===== src/sv/amar_pkg.sv =====
// Shared types and constants for the accelerometer moving-average report block.
// No dependencies; used by amar_cell and accel_moving_average_report_top.
package amar_pkg;

    localparam int WINDOW_LENGTH = 20;

    // index width of the window, at least one bit
    localparam int IDX_W = (WINDOW_LENGTH > 1) ? $clog2(WINDOW_LENGTH) : 1;
    // running sum spans -32*W .. 31*W
    localparam int SUM_W = 6 + IDX_W;
    // reciprocal of the window: floor(m * RECIP >> RECIP_SHIFT) == m / W for m < 2**SUM_W
    localparam int RECIP_SHIFT = SUM_W + IDX_W;
    localparam int RECIP_W     = RECIP_SHIFT + 1;
    localparam longint RECIP   = ((64'd1 << RECIP_SHIFT) + WINDOW_LENGTH - 1) / WINDOW_LENGTH;

    localparam int AXIS_W = 6;
    localparam int FAIL_BIT  = 6;
    localparam int TAP_BIT   = 5;
    localparam int SHAKE_BIT = 7;

    // raw orientation codes (tilt bits 4..2)
    localparam logic [2:0] RAW_LEFT  = 3'd1;
    localparam logic [2:0] RAW_RIGHT = 3'd2;
    localparam logic [2:0] RAW_DOWN  = 3'd5;
    localparam logic [2:0] RAW_UP    = 3'd6;

    // reported orientation codes
    localparam logic [2:0] ORI_UNKNOWN = 3'd0;
    localparam logic [2:0] ORI_LEFT    = 3'd1;
    localparam logic [2:0] ORI_RIGHT   = 3'd2;
    localparam logic [2:0] ORI_DOWN    = 3'd3;
    localparam logic [2:0] ORI_UP      = 3'd4;

    typedef logic signed [AXIS_W-1:0] t_axis;

    typedef struct packed {
        t_axis z;
        t_axis y;
        t_axis x;
    } t_sample;

endpackage


===== src/sv/amar_cell.sv =====
// One window cell: holds one converted sample and passes it to the next cell
// on every accepted transaction. Depends on amar_pkg.
module amar_cell (
    input  logic              i_clk,
    input  logic              i_rst_n,
    input  logic              i_shift,
    input  amar_pkg::t_sample i_sample,
    output amar_pkg::t_sample o_sample
);

    amar_pkg::t_sample r_sample;

    always_ff @(posedge i_clk) begin
        if (!i_rst_n) begin
            r_sample <= '0;
        end else if (i_shift) begin
            r_sample <= i_sample;
        end
    end

    assign o_sample = r_sample;

endmodule


===== src/sv/accel_moving_average_report_top.sv =====
// Accelerometer moving-average report: a chain of WINDOW_LENGTH cells forms the window.
// Reports pass report stage, then output register; one sample per cycle unless stalled.
// Samples that cause no report produce no output transaction.
// Synchronous active-low reset clears the window, sums, index and last reported tilt.
// The output register and the stage before it decouple stalls on the master side.
// Depends on amar_pkg and amar_cell.
module accel_moving_average_report_top (
    input  logic        i_clk,
    input  logic        i_rst_n,
    input  logic        i_s_axis_tvalid,
    output logic        o_s_axis_tready,
    // x_raw[7:0], y_raw[15:8], z_raw[23:16], tilt_status[31:24]
    input  logic [31:0] i_s_axis_tdata,
    output logic        o_m_axis_tvalid,
    input  logic        i_m_axis_tready,
    // avg_x[5:0], avg_y[11:6], avg_z[17:12], orientation[20:18],
    // tap_seen[21], shake_seen[22], zero[23]
    output logic [23:0] o_m_axis_tdata
);

    localparam int W = amar_pkg::WINDOW_LENGTH;
    localparam int SW = amar_pkg::SUM_W;

    function automatic amar_pkg::t_axis div_window(input logic signed [SW-1:0] s);
        logic                                  neg;
        logic [SW-1:0]                         mag;
        logic [SW+amar_pkg::RECIP_W-1:0]       prod;
        logic [SW-1:0]                         q;
        neg  = s[SW-1];
        mag  = neg ? (~s + SW'(1)) : s;
        prod = mag * amar_pkg::RECIP_W'(amar_pkg::RECIP);
        q    = SW'(prod >> amar_pkg::RECIP_SHIFT);
        if (neg) begin
            q = ~q + SW'(1);
        end
        return amar_pkg::t_axis'(q[amar_pkg::AXIS_W-1:0]);
    endfunction

    function automatic logic [2:0] orient_code(input logic [7:0] tilt);
        logic [2:0] o;
        unique case (tilt[4:2])
            amar_pkg::RAW_LEFT:  o = amar_pkg::ORI_LEFT;
            amar_pkg::RAW_RIGHT: o = amar_pkg::ORI_RIGHT;
            amar_pkg::RAW_DOWN:  o = amar_pkg::ORI_DOWN;
            amar_pkg::RAW_UP:    o = amar_pkg::ORI_UP;
            default:             o = amar_pkg::ORI_UNKNOWN;
        endcase
        return o;
    endfunction

    logic [7:0] w_x_raw, w_y_raw, w_z_raw, w_tilt;
    logic       w_accept;
    logic       w_report;
    logic       w_s2_load;

    amar_pkg::t_sample w_chain [W];
    amar_pkg::t_sample w_tail;
    amar_pkg::t_sample n_head;

    logic [amar_pkg::IDX_W-1:0] r_idx;
    logic signed [SW-1:0]       r_sum_x, r_sum_y, r_sum_z;
    logic signed [SW-1:0]       n_sum_x, n_sum_y, n_sum_z;
    logic [7:0]                 r_last_tilt;

    logic                       r_s1_valid;
    logic signed [SW-1:0]       r_s1_sum_x, r_s1_sum_y, r_s1_sum_z;
    logic [7:0]                 r_s1_tilt;

    logic                       r_o_valid;
    logic [23:0]                r_o_data;

    assign w_x_raw = i_s_axis_tdata[7:0];
    assign w_y_raw = i_s_axis_tdata[15:8];
    assign w_z_raw = i_s_axis_tdata[23:16];
    assign w_tilt  = i_s_axis_tdata[31:24];

    assign w_s2_load       = r_s1_valid && (!r_o_valid || i_m_axis_tready);
    assign o_s_axis_tready = !r_s1_valid || w_s2_load;
    assign w_accept        = i_s_axis_tvalid && o_s_axis_tready;

    // oldest sample leaves at the tail; a failed axis repeats the tail value, so its sum holds
    assign w_tail = w_chain[W-1];

    always_comb begin
        n_head.x = w_x_raw[amar_pkg::FAIL_BIT] ? w_tail.x : amar_pkg::t_axis'(w_x_raw[5:0]);
        n_head.y = w_y_raw[amar_pkg::FAIL_BIT] ? w_tail.y : amar_pkg::t_axis'(w_y_raw[5:0]);
        n_head.z = w_z_raw[amar_pkg::FAIL_BIT] ? w_tail.z : amar_pkg::t_axis'(w_z_raw[5:0]);
        n_sum_x  = r_sum_x - SW'(w_tail.x) + SW'(n_head.x);
        n_sum_y  = r_sum_y - SW'(w_tail.y) + SW'(n_head.y);
        n_sum_z  = r_sum_z - SW'(w_tail.z) + SW'(n_head.z);
    end

    genvar g;
    generate
        for (g = 0; g < W; g++) begin : g_cell
            amar_cell u_cell (
                .i_clk    (i_clk),
                .i_rst_n  (i_rst_n),
                .i_shift  (w_accept),
                .i_sample ((g == 0) ? n_head : w_chain[(g == 0) ? 0 : g - 1]),
                .o_sample (w_chain[g])
            );
        end
    endgenerate

    assign w_report = (r_idx == amar_pkg::IDX_W'(W - 1)) ||
                      ((r_last_tilt != 8'd0) && (r_last_tilt != w_tilt));

    // window state
    always_ff @(posedge i_clk) begin
        if (!i_rst_n) begin
            r_idx       <= '0;
            r_sum_x     <= '0;
            r_sum_y     <= '0;
            r_sum_z     <= '0;
            r_last_tilt <= '0;
        end else if (w_accept) begin
            r_idx   <= (r_idx == amar_pkg::IDX_W'(W - 1)) ? '0 : r_idx + 1'b1;
            r_sum_x <= n_sum_x;
            r_sum_y <= n_sum_y;
            r_sum_z <= n_sum_z;
            if (w_report) begin
                r_last_tilt <= w_tilt;
            end
        end
    end

    // report stage: hold sums and tilt of a reporting sample
    always_ff @(posedge i_clk) begin
        if (!i_rst_n) begin
            r_s1_valid <= 1'b0;
        end else if (w_accept) begin
            r_s1_valid <= w_report;
        end else if (w_s2_load) begin
            r_s1_valid <= 1'b0;
        end
    end

    always_ff @(posedge i_clk) begin
        if (w_accept) begin
            r_s1_sum_x <= n_sum_x;
            r_s1_sum_y <= n_sum_y;
            r_s1_sum_z <= n_sum_z;
            r_s1_tilt  <= w_tilt;
        end
    end

    // output register: divide by the window and pack the report
    always_ff @(posedge i_clk) begin
        if (!i_rst_n) begin
            r_o_valid <= 1'b0;
        end else if (w_s2_load) begin
            r_o_valid <= 1'b1;
        end else if (i_m_axis_tready) begin
            r_o_valid <= 1'b0;
        end
    end

    always_ff @(posedge i_clk) begin
        if (w_s2_load) begin
            r_o_data <= {1'b0,
                         r_s1_tilt[amar_pkg::SHAKE_BIT],
                         r_s1_tilt[amar_pkg::TAP_BIT],
                         orient_code(r_s1_tilt),
                         div_window(r_s1_sum_z),
                         div_window(r_s1_sum_y),
                         div_window(r_s1_sum_x)};
        end
    end

    assign o_m_axis_tvalid = r_o_valid;
    assign o_m_axis_tdata  = r_o_data;

endmodule

===== config.mk =====
export PLATFORM = sky130hd
export DESIGN_NAME = accel_moving_average_report_top
export DESIGN_NICKNAME = d
export VERILOG_FILES = /design/src/sv/amar_pkg.sv /design/src/sv/amar_cell.sv /design/src/sv/accel_moving_average_report_top.sv
export SDC_FILE = /design/constraint.sdc
export NUM_CORES = 1
export LEC_CHECK = 0
export ABC_AREA = 1
export CAP_MARGIN = 25
export CORE_MARGIN = 2
export CORE_UTILIZATION = 45
export DETAILED_ROUTE_END_ITERATION = 16
export DONT_BUFFER_PORTS = 1
export PLACE_DENSITY = 0.69
export SYNTH_ARGS = -nofsm -noshare
export SYNTH_HDL_FRONTEND = slang
export SYNTH_SLANG_ARGS = --single-unit

===== constraint.sdc =====
create_clock -name i_clk -period 5.35 [get_ports i_clk]
set_input_delay 0.535 -clock i_clk [delete_from_list [all_inputs] [get_ports i_clk]]
set_output_delay 0.535 -clock i_clk [all_outputs]
set_load 0.05 [all_outputs]

# ---- Word level (Yosys, flattened, before mapping)
# Index checks and enable logic that the tools add are counted.
dict set report totals {
  reg_bits 472
  inputBits 36
  output_inout_bits 26
  word_cells 127
}
dict set report classes {
  add_sub_neg 13
  multipliers 3
  eq_ne 6
  mux 15
  n_bitwise 6
  n_reduce_logical 12
}
# op n
set op_table {}
lappend op_table {{11-bit by 12-bit multiplier with 22-bit output (second input constant)} 3}
lappend op_table {{6-bit 2-to-1 mux} 6}
lappend op_table {{11-bit by 2-bit adder with 11-bit output (second input constant)} 3}
lappend op_table {{11-bit by 6-bit adder with 11-bit output} 3}
lappend op_table {{11-bit 2-to-1 mux} 3}
lappend op_table {{11-bit inverter} 3}
lappend op_table {{11-bit by 6-bit subtractor with 11-bit output} 3}
lappend op_table {{6-bit by 1-bit adder with 6-bit output (second input constant)} 3}
lappend op_table {{6-bit inverter} 3}
lappend op_table {{3-bit one-hot mux with 4 select lines} 1}
lappend op_table {{8-bit inequality test} 1}
lappend op_table {{8-bit nonzero test} 1}
lappend op_table {{3-bit equality test (second input constant)} 2}
lappend op_table {{5-bit by 1-bit adder with 5-bit output (second input constant)} 1}
lappend op_table {{5-bit equality test (second input constant)} 1}
lappend op_table {{5-bit 2-to-1 mux} 1}
lappend op_table {{1-bit 2-to-1 mux} 4}
lappend op_table {{2-bit nonzero test} 2}
lappend op_table {{3-bit by 1-bit equality test with 1-bit output (second input constant)} 1}
lappend op_table {{3-bit by 2-bit equality test with 1-bit output (second input constant)} 1}
lappend op_table {{1-bit logical AND} 3}
lappend op_table {{1-bit logical OR} 3}
lappend op_table {{1-bit zero test} 2}
lappend op_table {{2-bit AND reduction} 1}

# ---- Logic depth before layout (Yosys ltp)
# Gate-level depths: netlist of run 1.
dict set report depth {
  depth_word 7
  depth_mapped 36
}

# ---- Hierarchy
# Synthesis of run 1 repeated with hierarchy kept, for this count alone.
dict set report hier_totals {
  hier_cells 4008
  hier_area_um2 29086.6
}
# module n_inst cells_each area_per_inst_um2
set modules_own_cells {}
lappend modules_own_cells {amar_cell 20 114 758.2}
lappend modules_own_cells {accel_moving_average_report_top 1 1728 13922.1}

# ---- Least setup slack after synthesis of run 1
# No wires, ideal clock.
dict set report synth_timing {
  path_kind {register to register}
  from {register r_s1_sum_z[0]}
  to {register r_o_data[16] (netlist: o_m_axis_tdata[16]), data pin}
  arrival_ns 5.322
  slack_ns -0.229
  path_stages_with_launch 27
  n_path_buf 0
  path_cell_list {edfxtp_1 > inv_1 > ha_1 > nand3_1 > nor3_1 > nand3_1 > nand2_1 > xor2_1 > ha_1 > inv_1 > fa_1 > fa_1 > fa_1 > fa_1 > inv_1 > ha_1 > a21o_1 > a31oi_1 > nor2_1 > nor2_1 > nand2_1 > nand2_1 > nand2_1 > ha_1 > nand3_1 > nand2_1 > xnor2_1}
}
dict set report synth_between {
  elab_chain_cells 7
}
# element line_no
set synth_lines {}
lappend synth_lines {{start: declaration} accel_moving_average_report_top.sv:66} ;# logic signed [SW-1:0] r_s1_sum_x, r_s1_sum_y, r_s1_sum_z;
lappend synth_lines {{start signal: assignment} accel_moving_average_report_top.sv:143} ;# r_s1_sum_z <= n_sum_z;
lappend synth_lines {{11-bit inverter} accel_moving_average_report_top.sv:30} ;# mag = neg ? (~s + SW'(1)) : s;
lappend synth_lines {{11-bit by 2-bit adder with 11-bit output} accel_moving_average_report_top.sv:30}
lappend synth_lines {{11-bit 2-to-1 mux (*)} accel_moving_average_report_top.sv:30}
lappend synth_lines {{11-bit by 12-bit multiplier with 22-bit output (*)} accel_moving_average_report_top.sv:31} ;# prod = mag * amar_pkg::RECIP_W'(amar_pkg::RECIP);
lappend synth_lines {{6-bit inverter} accel_moving_average_report_top.sv:34} ;# q = ~q + SW'(1);
lappend synth_lines {{6-bit by 1-bit adder with 6-bit output} accel_moving_average_report_top.sv:34}
lappend synth_lines {{6-bit 2-to-1 mux (*)} accel_moving_average_report_top.sv:33} ;# if (neg) begin
lappend synth_lines {{end signal: assignment} accel_moving_average_report_top.sv:161} ;# r_o_data <= {1'b0,
lappend synth_lines {{end: declaration} accel_moving_average_report_top.sv:70} ;# logic [23:0] r_o_data;
# Mark *: on every way between the ends. The rest lies on a longest branch, timed or not.
# A chain may end at the register's enable or synchronous reset.

# ---- Worst setup path after layout of run 1
dict set report layout_timing {
  from {register r_s1_sum_z[0]}
  to {register r_o_data[17] (netlist: o_m_axis_tdata[17]), data pin}
}
# The elaborated chain is that of the path after synthesis.

==> results of run 1 <==
[metrics by stage]
stage | cells | util | setup WS [ps] | TNS, ps | cell area [um^2]
after CTS | 4030 | 0.515 | -97.3 | -247 | 29200
after floorplan | 3199 | - | -17.4 | -17.4 | 25900
after detailed placement | 3932 | 0.482 | -205 | -1970 | 27300
after global placement | 3932 | 0.482 | -184 | -1160 | 27300
final | 4050 | 0.532 | -110 | -291 | 30100
after global routing | 4049 | 0.532 | -473 | -3140 | 30100
[area by class of cell]
| cell class | count | area (um^2) | area share |
|---|---|---|---|
| Multi-Input combinational cell | 2158 | 14700 | 0.488 |
| Sequential cell | 469 | 10000 | 0.332 |
| Inverter | 433 | 1630 | 0.0542 |
| Clock buffer | 65 | 1400 | 0.0464 |
| Timing Repair Buffer | 144 | 1120 | 0.0373 |
| Tap cell | 756 | 946 | 0.0314 |
| Clock inverter | 24 | 309 | 0.0103 |
| Antenna cell | 1 | 2.50 | 0.0000831 |
[cell families (layout without fill, tap and decap cells)]
logic type | after synthesis | count (layout)
multiplexers | 16 | 16
flip-flops | 469 | 469
buffers and inverters | 572 | 666
AND/OR/NAND/NOR | 1130 | 1130
AO/OA/AOI/OAI | 577 | 577
adder cells (fa/ha/maj) | 348 | 348
other | 1 | 2
XOR/XNOR | 86 | 86
[placed cells by master, fill, tap and decap left out, types with 6 or more instances in the layout]
| cell | count |
|---|---|
| a211oi_1 | 17 |
| a21o_1 | 8 |
| a21oi_1 | 86 |
| a21oi_2 | 16 |
| buf_4 | 137 |
| bufinv_16 | 6 |
| clkbuf_16 | 49 |
| clkbuf_8 | 11 |
| clkinv_2 | 12 |
| dfxtp_1 | 408 |
| edfxtp_1 | 61 |
| fa_1 | 109 |
| fa_2 | 14 |
| ha_1 | 198 |
| ha_4 | 26 |
| inv_1 | 400 |
| inv_2 | 31 |
| mux2i_1 | 15 |
| nand2_1 | 174 |
| nand2_2 | 36 |
| nand2_4 | 10 |
| nand3_1 | 39 |
| nand3_2 | 8 |
| nand3b_1 | 6 |
| nand4_1 | 10 |
| nor2_1 | 783 |
| nor2_2 | 11 |
| nor3_1 | 17 |
| nor3_2 | 7 |
| o2111ai_1 | 6 |
| o21ai_0 | 413 |
| o21ai_1 | 7 |
| or2_2 | 7 |
| xnor2_1 | 27 |
| xnor2_2 | 7 |
| xor2_1 | 43 |
| xor2_2 | 6 |
[what timing repair did]
item,CTS,global route
endpoints found under the setup margin,15,17
resized for setup,35,192
pin swaps,30,95
buffers inserted,9,19
[state kept, by name (all words and copies together), names as in the netlist]
name                    cells
g_cell.u_cell.o_sample    360
o_m_axis_tdata             23
r_s1_sum_x                 11
r_s1_sum_y                 11
r_s1_sum_z                 11
r_sum_x                    11
r_sum_y                    11
r_sum_z                    11
r_last_tilt                 8
r_idx                       5
r_s1_tilt                   5
o_m_axis_tvalid             1
r_s1_valid                  1
[worst min path at each step]
stage                                   endpoint                   start  cells past startpoint  slack, ps
floorplan           o_m_axis_tdata[21]$_DFFE_PP_  r_s1_tilt[5]$_DFFE_PP_                      0        400
detailed placement  o_m_axis_tdata[22]$_DFFE_PP_  r_s1_tilt[7]$_DFFE_PP_                      0        410
finish                    r_s1_tilt[7]$_DFFE_PP_      i_s_axis_tdata[31]                      0         50
CTS                       r_s1_tilt[7]$_DFFE_PP_      i_s_axis_tdata[31]                      0         20
global route              r_s1_tilt[7]$_DFFE_PP_      i_s_axis_tdata[31]                      0         30
global placement    o_m_axis_tdata[22]$_DFFE_PP_  r_s1_tilt[7]$_DFFE_PP_                      0        410
[critical path: cells and delay by family (launching register included)]
family / cells / cell delay [ps]
AO/OA/AOI/OAI: 2 / 350
adder cells (fa/ha/maj): 6 / 2710
buffers and inverters: 4 / 290
flip-flops: 1 / 410
AND/OR/NAND/NOR: 18 / 1440
[metal layers]
metal / vias to the layer above / wire (um) / track usage
li1: 10255 / - / -
met1: 8998 / 24800 / 0.238
met2: 196 / 22200 / 0.262
met3: 59 / 1520 / 0.0221
met4: 0 / 784 / 0.0382
met5: - / 0 / 0
==> results.cfg, run 1 <==
[floorplan]
die_h_um = 244
ios = 62
die-area_um2 = 59300
rows = 87
initial_core_util = 0.456
die_x_um = 244
fp.coreArea_um2 = 56600

[drt]
drtAntennaViolNets = 0
drcViolationCount = 0
wl_per_cell_um = 12.2
vias = 19508
routed_wl_um = 49400
dr.pass1.iters = 5
via_per_inst = 4.82
drt_iter0_drc = 1258

[worst_setup_path]
reg2reg_slack_ps = -110
crit_required_ps = 5680
reg2reg_depth = 30
setup.worst_path.start = r_s1_sum_z[0]$_DFFE_PP_
critPathSlowestCell = fa_2
crit_fanout = 4
worstSetupPathType = reg -> reg
cp_slowest_stage_delay_ps = 600
crit_top_cell = nand2_1
regToRegStartpoint = r_s1_sum_z[0]$_DFFE_PP_
critPathLaunchType = flop
r2r_end = o_m_axis_tdata[17]$_DFFE_PP_
endpoint_kind = flop
arrival_ps = 5790
critPathCapture = o_m_axis_tdata[17]$_DFFE_PP_

[placed_design]
place_congestion = 0.873
io_buffer_count = 0
dp_hpwl_um = 32300

[grt]
grt_pass1_wl_um = 84400
grt_pass1_vias = 18222
grt_max_degree = 364
gr-usage-all-layers = 0.165
antenna_found_initial = 0
grt_remaining_overflow = 0

[yosys]
synth_top_family_by_area = adder cells
synth-compound-area-share = 0.117
ys_warn_count = 0
synth-simple-area-share = 0.173
synth_common_cells = nor2_1 (798), inv_1 (429), o21ai_0 (423), dfxtp_1 (408), ha_1 (225)
syn_nets = 3583
synth-edff-count = 61
synthMuxAreaShare = 0.00625
synthTopCellsByArea = dfxtp_1 (32%), nor2_1 (12%), ha_1 (11%)
async_reset_ff_frac = 0
synth.largest_area_cell = dfxtp_1
netlist_instances = 3199
avgSynthCellArea_um2 = 8.07
ys_seq_elements = 469
yosysMostFrequentCell = nor2_1
synthDistinctLibCells = 41
synth_top_area_frac = 0.316
ys_seq_area_frac = 0.387
synth_xor_area_frac = 0.0292
synthFlopType = dfxtp_1
synth_area_um2 = 25800
synthAdderAreaFrac = 0.204

[clock_network]
numClockSinks = 469
cts_tree = built
cts-buffers-inserted = 48
root_buffer = clkbuf_16
clk_latency_ps = 590
clockBufferDepth = 3
clk_pin_slew_ps = 60
ctsHoldBuffers = 0
htree_levels = 2

[hold_path]
min_path_type = in -> reg

[sta]
timing.hold.ws_ps = 51.4
slew_headroom = 0.385
layout_setup_ws_ps = -110
tightest_slew_ps = 923
timing_hold_violations_final = 0
setup_viol = 5
max_freq_mhz = 183
drv_slew = 0
skew_ps = 23.7
fin_crit_sh = 1.02
rsz0062_at_grt = true
fin_crit_ps = 5460

[run]
drv_cap = 0

[finish]
area_growth_pct = 16.6
layout.nets = 3638
drive_above_1_share = 0.134
fillCellCount = 5178

[status]
status = finished, violations left
violations = setup timing
Power of run 1 is not shown: default switching activity piles up to over one toggle a cycle in this logic, so the estimate is an artifact.
==> run 2: changes to the inputs <==
--- a/config.mk
+++ b/config.mk
@@ -11,7 +11,7 @@
 export CORE_UTILIZATION = 45
 export DETAILED_ROUTE_END_ITERATION = 16
 export DONT_BUFFER_PORTS = 1
-export PLACE_DENSITY = 0.69
+export PLACE_DENSITY_LB_ADDON = 0.15
 export SYNTH_ARGS = -nofsm -noshare
 export SYNTH_HDL_FRONTEND = slang
 export SYNTH_SLANG_ARGS = --single-unit
==> results.cfg, run 2 (synthesis gave the netlist of run 1 again) <==
[status]
status = finished, violations left
violations = setup timing

[worst_setup_path]
reg2reg_depth = 28
critPathSlowestCell = fa_2
r2r_end = o_m_axis_tdata[11]$_DFFE_PP_
crit_fanout = 4
cp_slowest_stage_delay_ps = 590
critPathLaunchType = flop
regToRegStartpoint = r_s1_sum_y[0]$_DFFE_PP_
endpoint_kind = flop
arrival_ps = 5760
worstSetupPathType = reg -> reg
crit_top_cell = nand2_2
crit_required_ps = 5710
reg2reg_slack_ps = -40

[placed_design]
io_buffer_count = 0
dp_hpwl_um = 35100
place_congestion = 0.890
pre_cts_slack_ps = -240

[sta]
drv_slew = 0
max_freq_mhz = 185
setup_viol = 5
layout_setup_ws_ps = -42.7
skew_ps = 27.5
slew_headroom = 0.341
rsz0062_at_grt = true
fin_crit_sh = 1.01
timing_hold_violations_final = 0
tightest_slew_ps = 988
fin_crit_ps = 5390

[drt]
vias = 19868
drt_iter0_drc = 1239
wl_per_cell_um = 12.9
drcViolationCount = 0
drtAntennaViolNets = 0
routed_wl_um = 52400
dr.pass1.iters = 5
via_per_inst = 4.89

[hold_path]
worstHoldPathCells = 2
min_to = r_last_tilt[6]$_SDFFE_PN0P_
min_path_type = in -> reg
hold_start = i_s_axis_tdata[30]

[finish]
mostFrequentLayoutCells = nor2_1 (789), o21ai_0 (411), dfxtp_1 (408)
drive_above_1_share = 0.123
insertedDiodeCount = 0
final_common_cell = nor2_1
largest_reg_flops = 360
area_growth_pct = 16.7
layout.nets = 3646

[grt]
grt_remaining_overflow = 0
grt_pass1_vias = 18854
antenna_found_initial = 4
grt_max_degree = 364
gr-usage-all-layers = 0.176
grt_pass1_wl_um = 89400

[clock_network]
cts-buffers-inserted = 52
clockBufferDepth = 3
numClockSinks = 469
cts_tree = built
root_buffer = clkbuf_16
clk_latency_ps = 610
clk_pin_slew_ps = 70
htree_levels = 2

[floorplan]
initial_core_util = 0.456
die_h_um = 244
fp.coreArea_um2 = 56600
die_x_um = 244
ios = 62
rows = 87
die-area_um2 = 59300

[run]
drv_cap = 0
[run 2: cell count changes in the layout (fill, tap and decap cells not counted), moves of 6 or more]
cell and change:
nand2_2 -8, nor2_2 -6, inv_2 -7, nor2_1 +6
nand2_1 +9, ha_4 -6, a21oi_1 +6, o21ai_1 +7
inv_1 +6, a21oi_2 -7
[run 2: how the worst max path moves through the flow]
stage / slack (ps) / start / depth (start not counted) / end
2_1_floorplan: -20 / r_s1_sum_z[0]$_DFFE_PP_ / 25 / o_m_axis_tdata[16]$_DFFE_PP_
3_5_place_dp: -240 / r_s1_sum_y[0]$_DFFE_PP_ / 27 / o_m_axis_tdata[11]$_DFFE_PP_
4_1_cts: -60 / r_s1_sum_z[0]$_DFFE_PP_ / 29 / o_m_axis_tdata[17]$_DFFE_PP_
5_1_grt: -440 / r_s1_sum_z[2]$_DFFE_PP_ / 28 / o_m_axis_tdata[17]$_DFFE_PP_
6_report: -40 / r_s1_sum_y[0]$_DFFE_PP_ / 28 / o_m_axis_tdata[11]$_DFFE_PP_
3_3_place_gp: -150 / r_s1_sum_x[0]$_DFFE_PP_ / 29 / o_m_axis_tdata[5]$_DFFE_PP_
[run 2: final cells by class]
| class | instances | area (um^2) |
|---|---|---|
| inverters | 433 | 1640 |
| clock buffers | 66 | 1440 |
| well taps | 756 | 946 |
| fillers | 5283 | 26500 |
| flip-flops and latches | 469 | 10000 |
| clock inverters | 32 | 408 |
| repair buffers | 148 | 1170 |
| multi-input cells | 2158 | 14600 |
[run 2: routing by layer]
metal | global-route usage | up-vias | part of all wire
li1 | - | 10314 | -
met3 | 0.0336 | 87 | 0.042
met4 | 0.0466 | 8 | 0.021
met1 | 0.243 | 9214 | 0.48
met5 | 0 | - | 0.00095
met2 | 0.281 | 245 | 0.46
[run 2: stage by stage]
step | setup TNS (ps) | instance area [um^2] | std cells | utilization | hold WS, ps
floorplan | -17.4 | 25900 | 3199 | - | 400
global placement | -1260 | 27300 | 3929 | 0.482 | 405
detailed placement | -2930 | 27300 | 3929 | 0.482 | 408
CTS | -188 | 29400 | 4045 | 0.520 | 19.6
global route | -4100 | 30200 | 4062 | 0.533 | 45.4
finish | -145 | 30200 | 4062 | 0.533 | 63.3
[run 2: timing repair]
item	CTS	global route
endpoints found under the hold margin	5	0
endpoints found under the setup margin	15	18
hold buffers	5	0
cloned	0	0
buffers inserted	13	17
pin swaps	49	88
gates resized for setup	41	148
[run 2: critical path: cells and delay by family, from the launching register on]
kind                     cells  cell delay (ps)
flip-flops                   1              450
adder cells (fa/ha/maj)      6             2540
XOR/XNOR                     1               70
AND/OR/NAND/NOR             15             1350
buffers and inverters        3              310
AO/OA/AOI/OAI                3              410
Power of run 2 is left out for the same reason.
